[src/hw/rtl/rolling_voxel_log_odds_map_defines.svh]
// Assertion macros used by the voxel map top level.
`ifndef ROLLING_VOXEL_LOG_ODDS_MAP_DEFINES_SVH
`define ROLLING_VOXEL_LOG_ODDS_MAP_DEFINES_SVH

`ifndef SYNTHESIS
`define RVL_ASSERT_IMPLIES(label, clk, rstn, ante, cons) \
    label: assert property (@(posedge clk) disable iff (!rstn) (ante) |-> (cons)) \
        else $error("voxel map check failed");
`define RVL_ASSERT_NEXT(label, clk, rstn, ante, cons) \
    label: assert property (@(posedge clk) disable iff (!rstn) (ante) |=> (cons)) \
        else $error("voxel map check failed");
`else
`define RVL_ASSERT_IMPLIES(label, clk, rstn, ante, cons)
`define RVL_ASSERT_NEXT(label, clk, rstn, ante, cons)
`endif

`endif

[src/hw/rtl/rvl_pkg.sv]
`default_nettype none
package rvl_pkg;

    localparam int SIZE_X    = 64;
    localparam int SIZE_Y    = 64;
    localparam int SIZE_Z    = 16;
    localparam int NUM_CELLS = SIZE_X * SIZE_Y * SIZE_Z;
    localparam int ADDR_W    = $clog2(NUM_CELLS);
    localparam int XW        = $clog2(SIZE_X);
    localparam int YW        = $clog2(SIZE_Y);
    localparam int ZW        = $clog2(SIZE_Z);
    localparam int RW        = (XW > YW) ? ((XW > ZW) ? XW : ZW) : ((YW > ZW) ? YW : ZW);
    localparam int QDEPTH    = 2;
    localparam int QPW       = $clog2(QDEPTH);
    localparam int WORD_W    = 48;

    typedef enum logic [1:0] {
        ACT_HIT   = 2'd0,
        ACT_FREE  = 2'd1,
        ACT_SHIFT = 2'd2,
        ACT_READ  = 2'd3
    } act_t;

    typedef enum logic [2:0] {
        OP_READ,
        OP_HIT,
        OP_FREE,
        OP_CLEAR,
        OP_SLIDE
    } op_t;

    typedef enum logic [1:0] {
        SR_NONE  = 2'd0,
        SR_SMALL = 2'd1,
        SR_CLEAR = 2'd2,
        SR_SLID  = 2'd3
    } shres_t;

    typedef enum logic [2:0] {
        CFG_HIT_WEIGHT  = 3'd0,
        CFG_FREE_WEIGHT = 3'd1,
        CFG_LO_MAX      = 3'd2,
        CFG_LO_MIN      = 3'd3,
        CFG_MIN_SHIFT   = 3'd4
    } cfg_idx_t;

    typedef enum logic [1:0] {
        SW_FULL,
        SW_AX_X,
        SW_AX_Y,
        SW_AX_Z
    } sweep_t;

    typedef enum logic [2:0] {
        ST_INIT,
        ST_IDLE,
        ST_UPD_WR,
        ST_SWEEP,
        ST_AXIS,
        ST_RD_ADDR,
        ST_RD_DATA
    } bk_state_t;

    typedef struct packed {
        logic        [14:0] hit_weight;
        logic signed [15:0] free_weight;
        logic signed [15:0] lo_max;
        logic signed [15:0] lo_min;
        logic        [6:0]  shift_floor;
    } cfg_t;

    typedef struct packed {
        op_t                op;
        shres_t             sres;
        logic               idx_ok;
        logic        [15:0] idx;
        logic        [7:0]  count;
        logic        [31:0] stamp;
        logic               neg_x;
        logic               neg_y;
        logic               neg_z;
        logic        [7:0]  ax;
        logic        [7:0]  ay;
        logic        [7:0]  az;
    } item_t;

    typedef struct packed {
        logic init_busy;
        logic res_load;
    } bk_stat_t;

endpackage
`default_nettype wire

[src/hw/rtl/rvl_front.sv]
`default_nettype none
module rvl_front import rvl_pkg::*; (
    input  wire logic               aclk,
    input  wire logic               aresetn,
    input  wire cfg_t               cfg,
    input  wire logic               init_busy,
    input  wire logic               s_valid,
    output logic                    s_ready,
    input  wire logic        [1:0]  s_action,
    input  wire logic        [15:0] s_cell_index,
    input  wire logic        [7:0]  s_hit_count,
    input  wire logic        [31:0] s_stamp,
    input  wire logic signed [7:0]  s_shift_x,
    input  wire logic signed [7:0]  s_shift_y,
    input  wire logic signed [7:0]  s_shift_z,
    output logic                    q_push,
    output item_t                   q_item,
    input  wire logic               q_ready
);

    logic  fv_reg, fv_next;
    item_t item_reg;
    item_t cls;
    logic  accept;
    logic  tiny, full;

    // Magnitude of a signed 8-bit shift; -128 becomes 128.
    function automatic logic [7:0] mag8(input logic signed [7:0] s);
        logic [8:0] w;
        w = s[7] ? (9'd0 - {s[7], s}) : {1'b0, s};
        return w[7:0];
    endfunction

    always_comb begin
        cls        = '0;
        cls.idx    = s_cell_index;
        cls.count  = s_hit_count;
        cls.stamp  = s_stamp;
        cls.idx_ok = (int'(s_cell_index) < NUM_CELLS);
        cls.neg_x  = s_shift_x[7];
        cls.neg_y  = s_shift_y[7];
        cls.neg_z  = s_shift_z[7];
        cls.ax     = mag8(s_shift_x);
        cls.ay     = mag8(s_shift_y);
        cls.az     = mag8(s_shift_z);
        tiny = (cls.ax < {1'b0, cfg.shift_floor}) && (cls.ay < {1'b0, cfg.shift_floor})
               && (cls.az < {1'b0, cfg.shift_floor});
        full  = (int'(cls.ax) >= SIZE_X) || (int'(cls.ay) >= SIZE_Y)
                || (int'(cls.az) >= SIZE_Z);
        cls.op   = OP_READ;
        cls.sres = SR_NONE;
        case (act_t'(s_action))
            ACT_HIT: begin
                if (cls.idx_ok && s_hit_count != 8'd0) cls.op = OP_HIT;
            end
            ACT_FREE: begin
                if (cls.idx_ok && s_hit_count != 8'd0) cls.op = OP_FREE;
            end
            ACT_SHIFT: begin
                if (tiny) begin
                    cls.sres = SR_SMALL;
                end else if (full) begin
                    cls.op   = OP_CLEAR;
                    cls.sres = SR_CLEAR;
                end else begin
                    cls.op   = OP_SLIDE;
                    cls.sres = SR_SLID;
                end
            end
            default: cls.op = OP_READ;
        endcase
    end

    assign s_ready = (!fv_reg || q_ready) && !init_busy;
    assign accept  = s_valid && s_ready;
    assign q_push  = fv_reg && q_ready;
    assign q_item  = item_reg;

    always_comb begin
        fv_next = fv_reg;
        if (accept) fv_next = 1'b1;
        else if (q_push) fv_next = 1'b0;
    end

    always_ff @(posedge aclk) begin
        if (!aresetn) begin
            fv_reg <= 1'b0;
        end else begin
            fv_reg <= fv_next;
        end
        if (accept) item_reg <= cls;
    end

endmodule
`default_nettype wire

[config.mk]
export PLATFORM = sky130hd
export DESIGN_NAME = rvl_front
export DESIGN_NICKNAME = d
export VERILOG_FILES = /design/src/hw/rtl/rolling_voxel_log_odds_map_defines.svh /design/src/hw/rtl/rvl_pkg.sv /design/src/hw/rtl/rvl_front.sv
export SDC_FILE = /design/constraint.sdc
export NUM_CORES = 1
export LEC_CHECK = 0
export ABC_AREA = 1
export BUFFER_PORTS_ARGS = -buffer_cell sky130_fd_sc_hd__buf_4
export CAP_MARGIN = 20
export CORE_MARGIN = 2
export CORE_UTILIZATION = 42
export DETAILED_ROUTE_END_ITERATION = 10
export GPL_TIMING_DRIVEN = 1
export PLACE_DENSITY = 0.84
export SLEW_MARGIN = 10
export SYNTH_ARGS = -nofsm -noshare
export SYNTH_HDL_FRONTEND = slang
export SYNTH_SLANG_ARGS = --single-unit
[constraint.sdc]
create_clock -name aclk -period 11 [get_ports aclk]
set_input_delay 1.65 -clock aclk [delete_from_list [all_inputs] [get_ports aclk]]
set_output_delay 1.65 -clock aclk [all_outputs]
set_load 0.01 [all_outputs]
==> flow_metrics.tcl <==
set metrics [dict create \
    antenna_found_initial 0 \
    r2r-start "fv_reg" \
    power.internal_uw 579.2 \
    drv_slew 0 \
    wl_per_cell_um 15.83 \
    switching_share_pct 23.94 \
    synthCells 296 \
    ant_nets 0 \
    power.share.clock_pct 33.0 \
    cts_setup_buffers 0 \
    crit_fanout 3 \
    stdcell_count 602 \
    diodes 0 \
    status "finished, final reports clean" \
    syn_area_mm2 0.003804 \
    period_share_pct 35.06 \
    grt_max_degree 69 \
    layout_common_cells "185 x buf_4, 88 x edfxtp_1, 50 x nand2_1" \
    synth_top_area_share_pct 69.47 \
    overflow 0 \
    dp.final_hpwl_um 7448 \
    power_leakage_uw 0.002568 \
    place.port_buffers 183 \
    hold_class "reg -> reg" \
    die_w_um 99.17 \
    syn-mean-instance-area_um2 12.85 \
    ys_async_sr_fraction_pct 0 \
    timing.rr.end "q_item[0]" \
    htree_levels 3 \
    die-area_mm2 0.009834 \
    path_clk_slew_ns 0.10 \
    crit_type "in -> out" \
    endpoint "s_ready" \
    period_needed_ns 3.857 \
    cts_resized 0 \
    fin_skew_ns 0.01280 \
    worstPathRequired_ns 9.35 \
    synth_seq_area_share_pct 70.00 \
    clock_latency_ns 0.34 \
    rsz0062_at_grt "no" \
    fin_setup_tns_ns 0 \
    worstSetupStartpoint "q_ready" \
    crit_arrival_ns 2.21 \
    ir_drop_v 0.00007664 \
    cts_max_path_buffers 2 \
    core_mm2 0.008763 \
    relSlewSlack_pct 43.47 \
    area_delta_synth_final_pct 45.49 \
    synth.yosys.warnings 0 \
    fp.dieH_um 99.17 \
    hold_buffers 0 \
    ys_types 25 \
    crit_path_start_kind "primary input" \
    pre_cts_slack_ns 7.150 \
    cap_viol_max_count 0 \
    r2r_cells 4 \
    powerDensity_mw_per_mm2 137.6 \
    synth_edf_count 88 \
    gp_congestion 0.8372 \
    syn_nets 474 \
    combPwrFrac_pct 14.9 \
    cts_tree "built" \
    grt_pass1_wl_um 14290 \
    clock.fmax_mhz 259.3 \
    drive_gt1_share_pct 42.91 \
    synth_seq_cells 89 \
    synth_flop_cell "edfxtp_1" \
    firstDrtPassIters 4 \
    pwr-share-seq_pct 52.1 \
    root_buffer "clkbuf_8" \
    fin_nets 667 \
    grt.total_usage_pct 19.11 \
    synthTopCellsByArea "edfxtp_1 69%, ha_1 6.9%, nand2_1 4.9%, inv_1 4.8%, nor2_1 2.3%" \
    rows 34 \
    drt_iter0_markers 93 \
    clock_sinks 89 \
    ff2ff_setup_slack_ns 9.27 \
    drc 0 \
    via_per_inst 4.767 \
    final-setup-viol-count 0 \
    largest_reg_flops 88 \
    worst_slack_ns 7.143 \
    initial_core_util_pct 43.40 \
    finalHoldViolCount 0 \
    io_pins 248 \
    yosysTopAreaCell "edfxtp_1" \
    tightestPinTransition_ns 0.8480 \
    dp_cells 586 \
    layout_commonest_cell "buf_4" \
    p_sw_uw 182.3 \
    grt_pass1_vias 2839 \
    routed_wl_um 9532 \
    cp-end-kind "primary output" \
    dr_total_vias 2870 \
    cts_inserted_buffers 9 \
]
synth_stat cells, types with 2 or more instances:
cell type and n:
nor3_2 2, nor2_1 23, edfxtp_1 88, a21boi_0 2
nand3b_1 4, nand2_2 2, o21ai_0 8, nor4_1 2
nand3_2 3, nand3_1 9, o211ai_1 3, nor2_2 2
inv_1 49, buf_4 3, a21oi_1 10, xor2_1 8
nand2_1 50, ha_1 21
cell type report:
| type | count | area [µm²] |
|---|---|---|
| clock inverter | 7 | 100.1 |
| tap | 108 | 135.1 |
| multi-input combinational | 154 | 935.9 |
| inverter | 50 | 187.7 |
| fill | 645 | 3229 |
| timing repair buffer | 185 | 1389 |
| sequential | 89 | 2663 |
| clock buffer | 9 | 123.9 |
worst min-delay path by stage:
| stage | from | to | slack [ns] | cells past startpoint |
|---|---|---|---|---|
| 3_3_place_gp | fv_reg | fv_reg | 0.63 | 4 |
| 2_1_floorplan | fv_reg | fv_reg | 0.59 | 4 |
| 4_1_cts | fv_reg | fv_reg | 0.73 | 4 |
| 5_1_grt | fv_reg | fv_reg | 0.81 | 4 |
| 6_report | fv_reg | fv_reg | 0.73 | 4 |
| 3_5_place_dp | fv_reg | fv_reg | 0.71 | 4 |
cells by family after synthesis:
| family | after synthesis | share of synthesized area, % |
|---|---|---|
| compound gates | 25 | 3.717 |
| xor+xnor | 9 | 2.072 |
| fa+ha+maj | 21 | 6.908 |
| buf+inv | 53 | 5.526 |
| flops | 89 | 70.00 |
| other cells | 1 | 0.09859 |
| simple gates | 98 | 11.68 |
power by group through the flow:
stage / clock network [µW] / registers (µW) / logic, µW
after floorplan: 0 / 416 / 43.4
final: 251 / 397 / 114
after global routing: 269 / 398 / 126
after detailed placement: 0 / 405 / 114
after CTS: 256 / 397 / 115
after global placement: 0 / 404 / 110
stage by stage:
step           util, %  power (µW)  area (µm²)  hold WS (ns)
2_1_floorplan        -       459.1        3804        0.5938
3_3_place_gp     60.59       513.8        5310        0.6290
3_5_place_dp     60.59       519.0        5310        0.7109
4_1_cts          63.15       767.7        5534        0.7278
5_1_grt          63.15       792.8        5534        0.8069
6_report         63.15       761.6        5534        0.7337
critical path, stage by stage:
cell and delay [ns]:
buf_4 0.11, nor2_1 0.23, nor2_1 0.07, buf_4 0.15
routing by layer:
metal / part of all wire, % / track usage [%]
met4: 3.5 / 8.746
met1: 37 / 20.34
met5: 0 / 0
met3: 7.1 / 4.287
met2: 53 / 35.76
Note: power is estimated with default switching activity, not from simulation.
