## src/hw/rtl/rolling_voxel_log_odds_map_defines.svh

```systemverilog
// Assertion macros used by the voxel map top level.
`ifndef ROLLING_VOXEL_LOG_ODDS_MAP_DEFINES_SVH
`define ROLLING_VOXEL_LOG_ODDS_MAP_DEFINES_SVH

`ifndef SYNTHESIS
`define RVL_ASSERT_IMPLIES(label, clk, rstn, ante, cons) \
    label: assert property (@(posedge clk) disable iff (!rstn) (ante) |-> (cons)) \
        else $error("voxel map check failed");
`define RVL_ASSERT_NEXT(label, clk, rstn, ante, cons) \
    label: assert property (@(posedge clk) disable iff (!rstn) (ante) |=> (cons)) \
        else $error("voxel map check failed");
`else
`define RVL_ASSERT_IMPLIES(label, clk, rstn, ante, cons)
`define RVL_ASSERT_NEXT(label, clk, rstn, ante, cons)
`endif

`endif

```

## src/hw/rtl/rvl_pkg.sv

```systemverilog
`default_nettype none
package rvl_pkg;

    localparam int SIZE_X    = 64;
    localparam int SIZE_Y    = 64;
    localparam int SIZE_Z    = 16;
    localparam int NUM_CELLS = SIZE_X * SIZE_Y * SIZE_Z;
    localparam int ADDR_W    = $clog2(NUM_CELLS);
    localparam int XW        = $clog2(SIZE_X);
    localparam int YW        = $clog2(SIZE_Y);
    localparam int ZW        = $clog2(SIZE_Z);
    localparam int RW        = (XW > YW) ? ((XW > ZW) ? XW : ZW) : ((YW > ZW) ? YW : ZW);
    localparam int QDEPTH    = 2;
    localparam int QPW       = $clog2(QDEPTH);
    localparam int WORD_W    = 48;

    typedef enum logic [1:0] {
        ACT_HIT   = 2'd0,
        ACT_FREE  = 2'd1,
        ACT_SHIFT = 2'd2,
        ACT_READ  = 2'd3
    } act_t;

    typedef enum logic [2:0] {
        OP_READ,
        OP_HIT,
        OP_FREE,
        OP_CLEAR,
        OP_SLIDE
    } op_t;

    typedef enum logic [1:0] {
        SR_NONE  = 2'd0,
        SR_SMALL = 2'd1,
        SR_CLEAR = 2'd2,
        SR_SLID  = 2'd3
    } shres_t;

    typedef enum logic [2:0] {
        CFG_HIT_WEIGHT  = 3'd0,
        CFG_FREE_WEIGHT = 3'd1,
        CFG_LO_MAX      = 3'd2,
        CFG_LO_MIN      = 3'd3,
        CFG_MIN_SHIFT   = 3'd4
    } cfg_idx_t;

    typedef enum logic [1:0] {
        SW_FULL,
        SW_AX_X,
        SW_AX_Y,
        SW_AX_Z
    } sweep_t;

    typedef enum logic [2:0] {
        ST_INIT,
        ST_IDLE,
        ST_UPD_WR,
        ST_SWEEP,
        ST_AXIS,
        ST_RD_ADDR,
        ST_RD_DATA
    } bk_state_t;

    typedef struct packed {
        logic        [14:0] hit_weight;
        logic signed [15:0] free_weight;
        logic signed [15:0] lo_max;
        logic signed [15:0] lo_min;
        logic        [6:0]  shift_floor;
    } cfg_t;

    typedef struct packed {
        op_t                op;
        shres_t             sres;
        logic               idx_ok;
        logic        [15:0] idx;
        logic        [7:0]  count;
        logic        [31:0] stamp;
        logic               neg_x;
        logic               neg_y;
        logic               neg_z;
        logic        [7:0]  ax;
        logic        [7:0]  ay;
        logic        [7:0]  az;
    } item_t;

    typedef struct packed {
        logic init_busy;
        logic res_load;
    } bk_stat_t;

endpackage
`default_nettype wire

```

## src/hw/rtl/rvl_queue.sv

```systemverilog
`default_nettype none
module rvl_queue import rvl_pkg::*; (
    input  wire logic  aclk,
    input  wire logic  aresetn,
    input  wire logic  push,
    input  wire item_t push_item,
    output logic       push_ready,
    input  wire logic  pop,
    output item_t      pop_item,
    output logic       pop_valid
);

    item_t              slot_reg [QDEPTH];
    logic [QPW-1:0]     wp_reg, wp_next, rp_reg, rp_next;
    logic [QPW:0]       cnt_reg, cnt_next;

    assign push_ready = (int'(cnt_reg) != QDEPTH);
    assign pop_valid  = (cnt_reg != '0);
    assign pop_item   = slot_reg[rp_reg];

    function automatic logic [QPW-1:0] wrap_inc(input logic [QPW-1:0] p);
        return (int'(p) == QDEPTH - 1) ? '0 : p + 1'b1;
    endfunction

    always_comb begin
        wp_next  = push ? wrap_inc(wp_reg) : wp_reg;
        rp_next  = pop ? wrap_inc(rp_reg) : rp_reg;
        cnt_next = cnt_reg + (QPW+1)'(push) - (QPW+1)'(pop);
    end

    always_ff @(posedge aclk) begin
        if (!aresetn) begin
            wp_reg  <= '0;
            rp_reg  <= '0;
            cnt_reg <= '0;
        end else begin
            wp_reg  <= wp_next;
            rp_reg  <= rp_next;
            cnt_reg <= cnt_next;
        end
        if (push) slot_reg[wp_reg] <= push_item;
    end

endmodule
`default_nettype wire

```

## config.mk

```make
export PLATFORM = sky130hd
export DESIGN_NAME = rvl_queue
export DESIGN_NICKNAME = d
export VERILOG_FILES = /design/src/hw/rtl/rolling_voxel_log_odds_map_defines.svh /design/src/hw/rtl/rvl_pkg.sv /design/src/hw/rtl/rvl_queue.sv
export SDC_FILE = /design/constraint.sdc
export NUM_CORES = 1
export LEC_CHECK = 0
export ABC_CLOCK_PERIOD_IN_PS = 10850
export BUFFER_PORTS_ARGS = -buffer_cell sky130_fd_sc_hd__clkbuf_2
export CORE_MARGIN = 4
export CORE_UTILIZATION = 30
export CTS_CLUSTER_SIZE = 30
export DETAILED_ROUTE_END_ITERATION = 8
export GPL_TIMING_DRIVEN = 0
export PLACE_DENSITY = 0.55
export SLEW_MARGIN = 20
export SYNTH_ARGS = -nofsm -noshare
export SYNTH_HDL_FRONTEND = slang
export SYNTH_SLANG_ARGS = --single-unit
```

## constraint.sdc

```tcl
create_clock -name aclk -period 10.85 [get_ports aclk]
set_input_delay 0.5425 -clock aclk [delete_from_list [all_inputs] [get_ports aclk]]
set_output_delay 0.5425 -clock aclk [all_outputs]
set_load 0.03 [all_outputs]
```

==> impl_metrics.tcl, run 1 <==
set metrics [dict create \
    status "finished clean" \
    crit_slowest_cell "dfxtp_1" \
    pre_cts_ws_ps 8755 \
    p_per_area_mw_per_mm2 191.0 \
    antenna_found_initial 0 \
    netlist_instances 298 \
    io_pins 184 \
    synth_cell_type_count 15 \
    fillers 2034 \
    largest_reg_flops 178 \
    start_kind "register" \
    core_area_mm2 0.02189 \
    fin_nets 600 \
    clkTransAtPathRegs_ps 70 \
    diodes 0 \
    yosysSeqAreaShare_pct 81.53 \
    grt.total_usage_pct 10.75 \
    finish.utilization_pct 39.48 \
    crit_path_frequent_cell "buf_6" \
    hold_violations 0 \
    clock_skew_ps 8.198 \
    fmax_ghz 0.4323 \
    power.leakage_nw 3.295 \
    critPathBufInv 4 \
    maxCapViolations 0 \
    drc 0 \
    grt_max_degree 48 \
    synth_fp_nets 393 \
    io_buffers 183 \
    hold-worst-slack_ps 313.1 \
    syn-cell-area_mm2 0.006679 \
    cts_inserted_buffers 17 \
    clk_path_buf_depth 2 \
    worstSetupEndpointType "output port" \
    area_delta_synth_final_pct 29.41 \
    grt_pass1_wl_um 20110 \
    firstDrtPassIters 4 \
    critPathArrivalTime_ps 1770 \
    vdd.ir_drop.worst_mv 0.09543 \
    clkLatencyLatePin_ps 410 \
    min_path_type "input pin to register" \
    dieArea_mm2 0.02471 \
    dr.first_iter.drc_count 122 \
    finalCriticalPeriod_ps 2313 \
    post-route-period-util_pct 21.32 \
    dp_hpwl_um 9177 \
    wire_per_inst_um 16.43 \
    cts_tree "built" \
    cts_setup_buffers 0 \
    finalSetupTns_ps 0 \
    worstMarginPinSlew_ps 658.0 \
    wl_um 13080 \
    htreeDepth 4 \
    gp_congestion 0.6955 \
    layout-drive-gt1-share_pct 61.63 \
    cpPeakStageDelay_ps 320 \
    rsz0062_at_grt "no" \
    viasPerCell 4.278 \
    ys_seq_elements 183 \
    critPathTopFamily "buffers and inverters" \
    setup_ws_ps 8537 \
    relSlewSlack_pct 56.13 \
    yosysWarningCount 0 \
    path_max_fanout 10 \
    die_y_um 157.2 \
    postCtsHoldBufs 0 \
    initial_utilization_pct 30.51 \
    vias 3405 \
    overflow 0 \
    grt_pass1_vias 3815 \
    crit_required_ps 10310 \
    die_width_um 157.2 \
    layout_common_cells "183 x clkbuf_2, 178 x edfxtp_1, 79 x mux2_2" \
    worst-setup-path-type "register to output port" \
    rows 54 \
    cts_sinks 183 \
    ant_nets 0 \
    slew_violations 0 \
    finalSetupViolations 0 \
    path_cells "buf_6 > buf_6 > buf_6 > mux2_4 > clkbuf_2" \
    final_common_cell "clkbuf_2" \
    synth_area_per_cell_um2 22.41 \
    clockRootBuffer "clkbuf_16" \
    cts_resized 0 \
]
==> logic make-up after synthesis <==
family	count (synthesis)	synth area share, %
simple gates	9	0.8055
flops	183	81.53
xor+xnor	2	0.4683
mux	89	15.57
buf+inv	12	1.143
fa+ha+maj	2	0.3746
compound gates	1	0.1124
==> power breakdown <==
| group | internal [mW] | switching [mW] |
|---|---|---|
| Combinational | 0.0877 | 0.144 |
| Sequential | 0.817 | 0.00833 |
| Clock | 0.339 | 0.256 |
| Total | 1.24 | 0.408 |
==> cells in the mapped netlist <==
library cell	instances	area (um2)
edfxtp_1	178	5345
mux2_2	79	889.6
mux2_4	10	150.1
buf_2	7	35.03
dfxtp_1	5	100.1
and2_1	4	25.02
buf_6	3	33.78
nor2b_1	3	18.77
ha_1	2	25.02
inv_1	2	7.510
nand2_1	1	3.750
o21a_1	1	7.510
or2_2	1	6.260
xnor3_1	1	22.52
xor2_1	1	8.760
==> layout make-up <==
type	instances	area (um2)	area share [%]
multi-input cells	103	1167	13.51
inverters	2	7.507	0.08686
plain buffers	10	68.82	0.7962
well taps	280	350.3	4.053
clock inverters	11	125.1	1.448
clock buffers	19	432.9	5.009
repair buffers	188	1046	12.10
flip-flops and latches	183	5445	63.00
==> path summary, 6_finish.rpt <==
kind / start / to / slack (ps) / cells past startpoint
setup / recovery: register / pop_item[67] / 8540 / 5
hold / removal: push_item[18] / slot_reg[0][18] / 310 / 1
hold reg to reg: rp_reg / rp_reg / 590 / 2
setup reg to reg: wp_reg / slot_reg[1][9] / 9170 / 2
==> stage by stage <==
| step | total power [mW] | instances | area (um2) |
|---|---|---|---|
| finish | 1.651 | 796 | 8643 |
| global route | 1.725 | 796 | 8643 |
| CTS | 1.679 | 796 | 8643 |
| detailed placement | 1.077 | 766 | 8085 |
| global placement | 1.071 | 761 | 7945 |
| floorplan | 0.9968 | 298 | 6679 |
==> per-layer routing <==
layer	share of wire (%)	vias to the layer above	global-route usage (%)
met1	40	1693	12.33
met5	0	-	0
met3	7.9	15	4.757
met4	1.5	0	3.564
li1	-	1589	-
met2	50	108	18.05
Power figures use the tool's default switching activity.
==> inputs of run 2 (changes only) <==
--- a/config.mk
+++ b/config.mk
@@ -5,14 +5,14 @@
 export SDC_FILE = /design/constraint.sdc
 export NUM_CORES = 1
 export LEC_CHECK = 0
-export ABC_CLOCK_PERIOD_IN_PS = 10850
+export ABC_CLOCK_PERIOD_IN_PS = 2000
 export BUFFER_PORTS_ARGS = -buffer_cell sky130_fd_sc_hd__clkbuf_2
 export CORE_MARGIN = 4
 export CORE_UTILIZATION = 30
 export CTS_CLUSTER_SIZE = 30
 export DETAILED_ROUTE_END_ITERATION = 8
 export GPL_TIMING_DRIVEN = 0
-export PLACE_DENSITY = 0.55
+export PLACE_DENSITY = 0.57
 export SLEW_MARGIN = 20
 export SYNTH_ARGS = -nofsm -noshare
 export SYNTH_HDL_FRONTEND = slang
==> constraint.sdc (replaced) <==
create_clock -name aclk -period 2 [get_ports aclk]
set_input_delay 0.1 -clock aclk [delete_from_list [all_inputs] [get_ports aclk]]
set_output_delay 0.1 -clock aclk [all_outputs]
set_load 0.03 [all_outputs]
==> run 2 against run 1 <==
- wire length up 2.9%
- die area unchanged
- sequential power rose to 5.4 times the previous value
- final cell count up 12%
- clock-buffer cell count down 1
- setup slack worse by 8400 ps
- non-clock buffer count up 90
- via count up 9.5%
- critical path type unchanged
- largest cell class unchanged
==> impl_metrics.tcl, run 2 (synthesized netlist as in run 1, its figures left out) <==
set metrics [dict create \
    slew_violations 0 \
    dieArea_mm2 0.02471 \
    worstMarginPinSlew_ps 647.8 \
    die_y_um 157.2 \
    dr.first_iter.drc_count 120 \
    overflow 0 \
    path_max_fanout 10 \
    cpPeakStageDelay_ps 330 \
    clockRootBuffer "clkbuf_16" \
    min_path_type "input pin to register" \
    postCtsHoldBufs 90 \
    cts_setup_buffers 0 \
    crit_required_ps 1900 \
    seq_area_mm2 0.005446 \
    timing.rr.start "wp_reg" \
    drc 0 \
    multi_input_area_mm2 0.001167 \
    layout-drive-gt1-share_pct 52.72 \
    hold_violations 0 \
    critPathTopFamily "buffers and inverters" \
    rsz0062_at_grt "no" \
    dp_hpwl_um 9113 \
    post-route-period-util_pct 93.69 \
    cts_tree "built" \
    grt_pass1_vias 4074 \
    fillers 1973 \
    path_cells "buf_6 > buf_6 > buf_6 > mux2_4 > clkbuf_2" \
    critPathBufInv 4 \
    htreeDepth 4 \
    largest_reg_flops 178 \
    area_delta_synth_final_pct 44.38 \
    cts_resized 0 \
    clock_skew_ps 5.850 \
    initial_utilization_pct 30.51 \
    critPathArrivalTime_ps 1770 \
    grt_max_degree 52 \
    worst-setup-path-type "register to output port" \
    hp-start "push" \
    p_per_area_mw_per_mm2 986.0 \
    placed_cells 766 \
    firstDrtPassIters 4 \
    cts_inserted_buffers 17 \
    clk_path_buf_depth 2 \
    fin_cells 888 \
    final_common_cell "clkbuf_2" \
    io_pins 184 \
    crit_path_frequent_cell "buf_6" \
    io_buffers 183 \
    die_width_um 157.2 \
    pre_cts_ws_ps 341.2 \
    worstSetupEndpointType "output port" \
    crit_slowest_cell "dfxtp_1" \
    grt.total_usage_pct 10.91 \
    power.leakage_nw 3.715 \
    core_area_mm2 0.02189 \
    rows 54 \
    maxCapViolations 0 \
    fin_nets 690 \
    wire_per_inst_um 15.15 \
    start_kind "register" \
    antenna_found_initial 1 \
    finalCriticalPeriod_ps 1874 \
    clkTransAtPathRegs_ps 70 \
    vias 3728 \
    relSlewSlack_pct 56.72 \
    grt_pass1_wl_um 20780 \
    setup_ws_ps 126.1 \
    total_power_mw 9.508 \
    cts_sinks 183 \
    finalSetupViolations 0 \
    gp_congestion 0.7156 \
    viasPerCell 4.198 \
    status "finished clean" \
    vdd.ir_drop.worst_mv 0.5062 \
    wl_um 13450 \
    clkLatencyLatePin_ps 410 \
    layout_common_cells "183 x clkbuf_2, 178 x edfxtp_1, 90 x dlygate4sd3_1" \
    hold-worst-slack_ps 54.75 \
    fmax_ghz 0.5337 \
    ant_nets 0 \
]
-- run 2: changes by cell type in the layout (fill, tap and decap cells not counted), sizes merged --
cell / delta
diode: +1
dlygate4sd3: +90
clkbuf: -1
bufinv: +3
clkinvlp: -1
-- run 2: layer usage --
layer / part of all wire [%] / vias up / track usage [%]
met5: 0 / - / 0
met1: 39 / 1844 / 12.23
met4: 0.92 / 0 / 3.482
li1: - / 1772 / -
met3: 6.7 / 6 / 3.629
met2: 53 / 106 / 19.60
-- run 2: tightest hold or removal path: stages --
cell      delay [ps]
clkbuf_2         110
nor2b_1          110
o21a_1           110
-- run 2: final cells by class --
cell class                      instances  share of cell area [%]
Clock buffer                           18                   4.451
Sequential cell                       183                   56.48
Antenna cell                            1                 0.02595
Inverter                                2                 0.07785
Multi-Input combinational cell        103                   12.11
Tap cell                              280                   3.633
Clock inverter                         13                   2.245
Buffer                                 10                  0.7136
Timing Repair Buffer                  278                   20.27
-- run 2: path summary, 6_finish.rpt --
check / cells after the start / slack [ps] / to
min: 3 / 50 / wp_reg
max reg2reg: 3 / 390 / slot_reg[0][11]
min reg2reg: 2 / 590 / register
max: 5 / 130 / pop_item[71]
-- run 2: power breakdown --
group	internal (mW)	switching [mW]	leakage (nW)	total [mW]
clock network	2.23	1.40	0.311	3.63
registers	4.43	0.0470	1.71	4.48
logic	0.592	0.809	1.69	1.40
-- run 2: stage by stage --
step | cell area (um2) | setup TNS [ps] | util (%)
floorplan | 6689 | -6390 | -
global placement | 7955 | -115620 | 36.34
detailed placement | 8094 | 0 | 36.97
CTS | 9641 | 0 | 44.04
global route | 9643 | 0 | 44.05
finish | 9643 | 0 | 44.05
